`config.mk`:
```
export PLATFORM = sky130hd
export DESIGN_NAME = dcmf_cell
export DESIGN_NICKNAME = d
export VERILOG_FILES = /design/src/sv/dcmf_pkg.sv /design/src/sv/dcmf_cell.sv
export SDC_FILE = /design/constraint.sdc
export NUM_CORES = 1
export LEC_CHECK = 0
export BUFFER_PORTS_ARGS = -buffer_cell sky130_fd_sc_hd__buf_2
export CORE_ASPECT_RATIO = 0.75
export CORE_MARGIN = 3
export CORE_UTILIZATION = 40
export CTS_CLUSTER_SIZE = 10
export DETAILED_ROUTE_END_ITERATION = 12
export GPL_TIMING_DRIVEN = 0
export PLACE_DENSITY = 0.7
export SLEW_MARGIN = 20
export SYNTH_ARGS = -nofsm -noshare
export SYNTH_HDL_FRONTEND = slang
export SYNTH_SLANG_ARGS = --single-unit
```
`constraint.sdc`:
```
create_clock -name clk -period 1.69 [get_ports clk]
set_input_delay 0.169 -clock clk [delete_from_list [all_inputs] [get_ports clk]]
set_output_delay 0.169 -clock clk [all_outputs]
set_load 0.01 [all_outputs]
```
`src/sv/dcmf_pkg.sv`:
```
// Shared constants, types and helpers of the dark channel minimum filter.
// Depends on: nothing.
package dcmf_pkg;
  localparam int MAX_WIDTH  = 2048;
  localparam int MAX_BOX    = 15;
  localparam int MAX_HEIGHT = 2048;
  localparam int STORE_SIZE = MAX_BOX * MAX_WIDTH;
  localparam int ADDR_W     = 15;
  localparam int LIN_W      = 23;
  localparam int CMP_W      = 24;
  localparam int PIX_W      = 8;
  localparam int COL_W      = 11;
  localparam int ROW_W      = 12;
  localparam int DIM_W      = 12;
  localparam int BOX_W      = 4;
  localparam int GAIN_W     = 16;
  localparam int OUT_W      = 12;
  localparam logic [PIX_W-1:0] PIX_MAX = '1;

  typedef enum logic [1:0] {
    REG_BOX_SIZE    = 2'd0,
    REG_IMAGE_WIDTH = 2'd1,
    REG_IMAGE_HEIGHT = 2'd2,
    REG_INV_AIRLIGHT = 2'd3
  } reg_idx_t;

  // tag that travels with each line store read
  typedef struct packed {
    logic             v;
    logic             pad;
    logic             eor;
    logic             last;
    logic [LIN_W-1:0] lin;
  } rd_tag_t;

  function automatic logic [PIX_W-1:0] min2(input logic [PIX_W-1:0] x,
                                            input logic [PIX_W-1:0] y);
    min2 = (x < y) ? x : y;
  endfunction

  // linear pixel index modulo 15*2048: 2048*q mod 30720 = 2048*(q mod 15),
  // q mod 15 by hex digit sum
  function automatic logic [ADDR_W-1:0] store_addr(input logic [LIN_W-1:0] lin);
    logic [5:0] s;
    logic [4:0] t;
    s = 6'(lin[14:11]) + 6'(lin[18:15]) + 6'(lin[22:19]);
    t = 5'(s[3:0]) + 5'(s[5:4]);
    if (t >= 5'd15) t = t - 5'd15;
    store_addr = {t[3:0], lin[10:0]};
  endfunction
endpackage

```
`src/sv/dcmf_cell.sv`:
```
// One cell of the running-minimum chain: holds min of broadcast sample and
// the neighbor's minimum. Depends on: dcmf_pkg.
module dcmf_cell import dcmf_pkg::*; (
  input  logic             clk,
  input  logic             rst_n,
  input  logic             en,
  input  logic [PIX_W-1:0] x,
  input  logic [PIX_W-1:0] m_in,
  output logic [PIX_W-1:0] m_out
);
  logic [PIX_W-1:0] m_r;

  always_ff @(posedge clk) begin
    if (!rst_n) begin
      m_r <= PIX_MAX;
    end else if (en) begin
      m_r <= min2(x, m_in);
    end
  end

  assign m_out = m_r;
endmodule

```
==> results.yml <==
logic_synthesis:
  synth_area_leader_cell: "dfxtp_1"
  synth.distinct_cells: 19
  async_reset_ff_share_pct: 0
  synthesis.instances: 78
  synthMostInstantiatedCell: "nor2_1"
  synth-edff-count: 0
  syn-num-nets: 104
  synth-main-ff-cell: "dfxtp_1"
  synth-seq-cells: 8
  syn_area_per_cell_um2: 8.919
  ys_warn_count: 0
  netlist_area_um2: 695.7
  synth-seq-area-share_pct: 23.02
  synth.area.top_cells: "dfxtp_1 23%, a221oi_2 17%, ha_1 13%"
  synthTopCellsByCount: "9 x nor2_1, 8 x a211oi_1, 8 x a221oi_2, 8 x dfxtp_1, 8 x nand3b_1"
  synth_top_area_share_pct: 23.02
global_route:
  globalRoute.totalOverflow: 0
  antenna_found_initial: 0
  grtUsageTotal_pct: 16.47
  grt_max_degree: 11
  grt_first_pass_wirelength_mm: 2.753
  grt_pass1_vias: 664
sta:
  rsz0062_at_grt: "false"
  tightestPinTransition_ps: 624.4
  worst_slack_ps: 292.9
  fin_crit_ps: 1397
  finalCritPeriodShare_pct: 82.67
  relSlewSlack_pct: 58.10
  setup-tns-final_ps: 0
  drv_slew: 0
  hold_viol_final: 0
  fmax_mhz: 715.8
  fin_skew_ps: 0
  setup_viol_count_final: 0
clocking:
  cts_tree: "yes"
  cts_hold_buf: 0
  cts_made_buffers: 3
  cts-root-buf: "clkbuf_4"
  post_cts_resized: 0
  clk_pin_slew_worst_paths_ps: 60
  post_cts_buffers: 0
  clock_latency_ps: 240
  htreeDepth: 1
  cts.path.max_buffers: 2
  cts.sinks: 8
worst_setup_path:
  rr_endpoint: "m_out[3]"
  cp-end-kind: "register"
  path_cells: "buf_2, inv_1, ha_1, nand2_1, o21ai_1, a21o_4, a221oi_2"
  path_max_fanout: 9
  critPathLaunchType: "input port"
  crit_start: "m_in[7]"
  cp-endpoint: "m_out[3]"
  crit_family: "compound AO/OA/AOI/OAI gates"
  path_depth: 7
  rr_startpoint: "m_out[3]"
  required_ps: 1810
  worstSetupPathType: "input port to register"
  ff2ff_setup_slack_ps: 960
  cp_num_buf_inv: 2
  crit_slowest_cell: "o21ai_1"
  reg2regPathDepth: 2
  cp_slowest_stage_delay_ps: 520
  critPathArrivalTime_ps: 1520
floorplanning:
  die_h_um: 42.12
  start_util_pct: 44.55
  io_pins: 27
  die_w_um: 54.16
  rows: 12
  dieArea_um2: 2281
  core_area_um2: 1562
route:
  wl_met2_um: 641
  vias_per_cell: 5.266
  dr.pass1.iters: 4
  drc: 0
  wl_mm: 1.578
  num_vias: 674
  antenna_left: 0
  wl_per_cell_um: 12.33
  top_layer: "met4"
  drt_iter0_drc: 28
  dr_wl_met3_um: 135
  wl_met1_um: 781
layout:
  nNetsFinal: 135
  fin_area_um2: 874.6
  syn_to_final_growth_pct: 25.72
  seq_area_um2: 160.2
  n_fill_cell: 175
  drive_above_1_share_pct: 39.25
  multi_input_area_um2: 493.0
  antennaDiodeCount: 0
  largest_register_ffs: 8
min_path:
  holdCritPathClass: "input port to register"
power_and_ir_drop:
  p_leak_nw: 0.4122
  ir_worst_vdd_uv: 347.1
  p_per_area_nw_per_um2: 624.2
placed_design:
  place_area_um2: 852.1
  place_ws_ps: 25.11
  place.gp.congestion: 0.7752
  place.port_buffers: 26
  place_hpwl_mm: 1.325
flow_run:
  cap_violations: 0
status:
  status: "finished, final reports clean"
-- routing by layer --
layer	vias up	track usage, %
met5	-	0
met4	0	8.955
met3	2	3.203
met2	24	22.67
met1	291	23.31
li1	357	-
-- cells in the final DEF (no fill, tap or decap) --
master,n
a211oi_1,8
a211oi_2,1
a21o_4,1
a21oi_1,2
a221oi_2,8
and3_1,7
and3b_1,1
buf_2,27
clkbuf_1,3
clkbuf_4,3
dfxtp_1,8
ha_1,7
inv_1,7
nand2_1,3
nand3b_1,8
nor2_1,9
nor2b_1,1
nor3_2,1
o21ai_1,1
o21ai_2,1
-- power by group --
part / internal [mW] / leakage [nW] / switching, mW
logic: 0.0809 / 0.332 / 0.107
clock network: 0.0811 / 0.0138 / 0.0620
registers: 0.207 / 0.0663 / 0.00765
total: 0.369 / 0.412 / 0.177
-- cell type report --
class	instances	area share (%)
Clock buffer	3	2.575
Multi-Input combinational cell	59	56.37
Buffer	4	1.860
Sequential cell	8	18.31
Inverter	7	3.004
Tap cell	21	3.004
Timing Repair Buffer	26	14.88
-- stage by stage --
step	hold WS (ps)	total power [mW]	instances	utilization, %
finish	302.9	0.5459	128	56.01
global route	311.3	0.5941	128	56.01
CTS	294.8	0.5537	128	56.01
detailed placement	530.8	0.4085	125	54.57
global placement	531.5	0.4041	125	54.57
floorplan	413.3	0.3443	78	-
-- worst reg2reg max path, cell delays in order, from the launching register on --
cell	delay (ps)
dfxtp_1	330
nor2_1	50
a221oi_2	270
-- kinds of logic after synthesis --
family,share of synthesized area (%)
flops,23.02
compound gates,33.27
buf+inv,6.115
simple gates,25.00
fa+ha+maj,12.59
-- how the worst min path moves through the flow --
stage	from	to	slack, ps	depth (start not counted)
final	en	m_out[6]	300	3
after global routing	en	m_out[5]	310	3
after CTS	en	m_out[6]	290	3
after detailed placement	m_out[5]	m_out[5]	530	2
after global placement	m_out[4]	m_out[4]	530	2
after floorplan	en	m_out[6]	410	2
(Power assumes the default switching activity.)
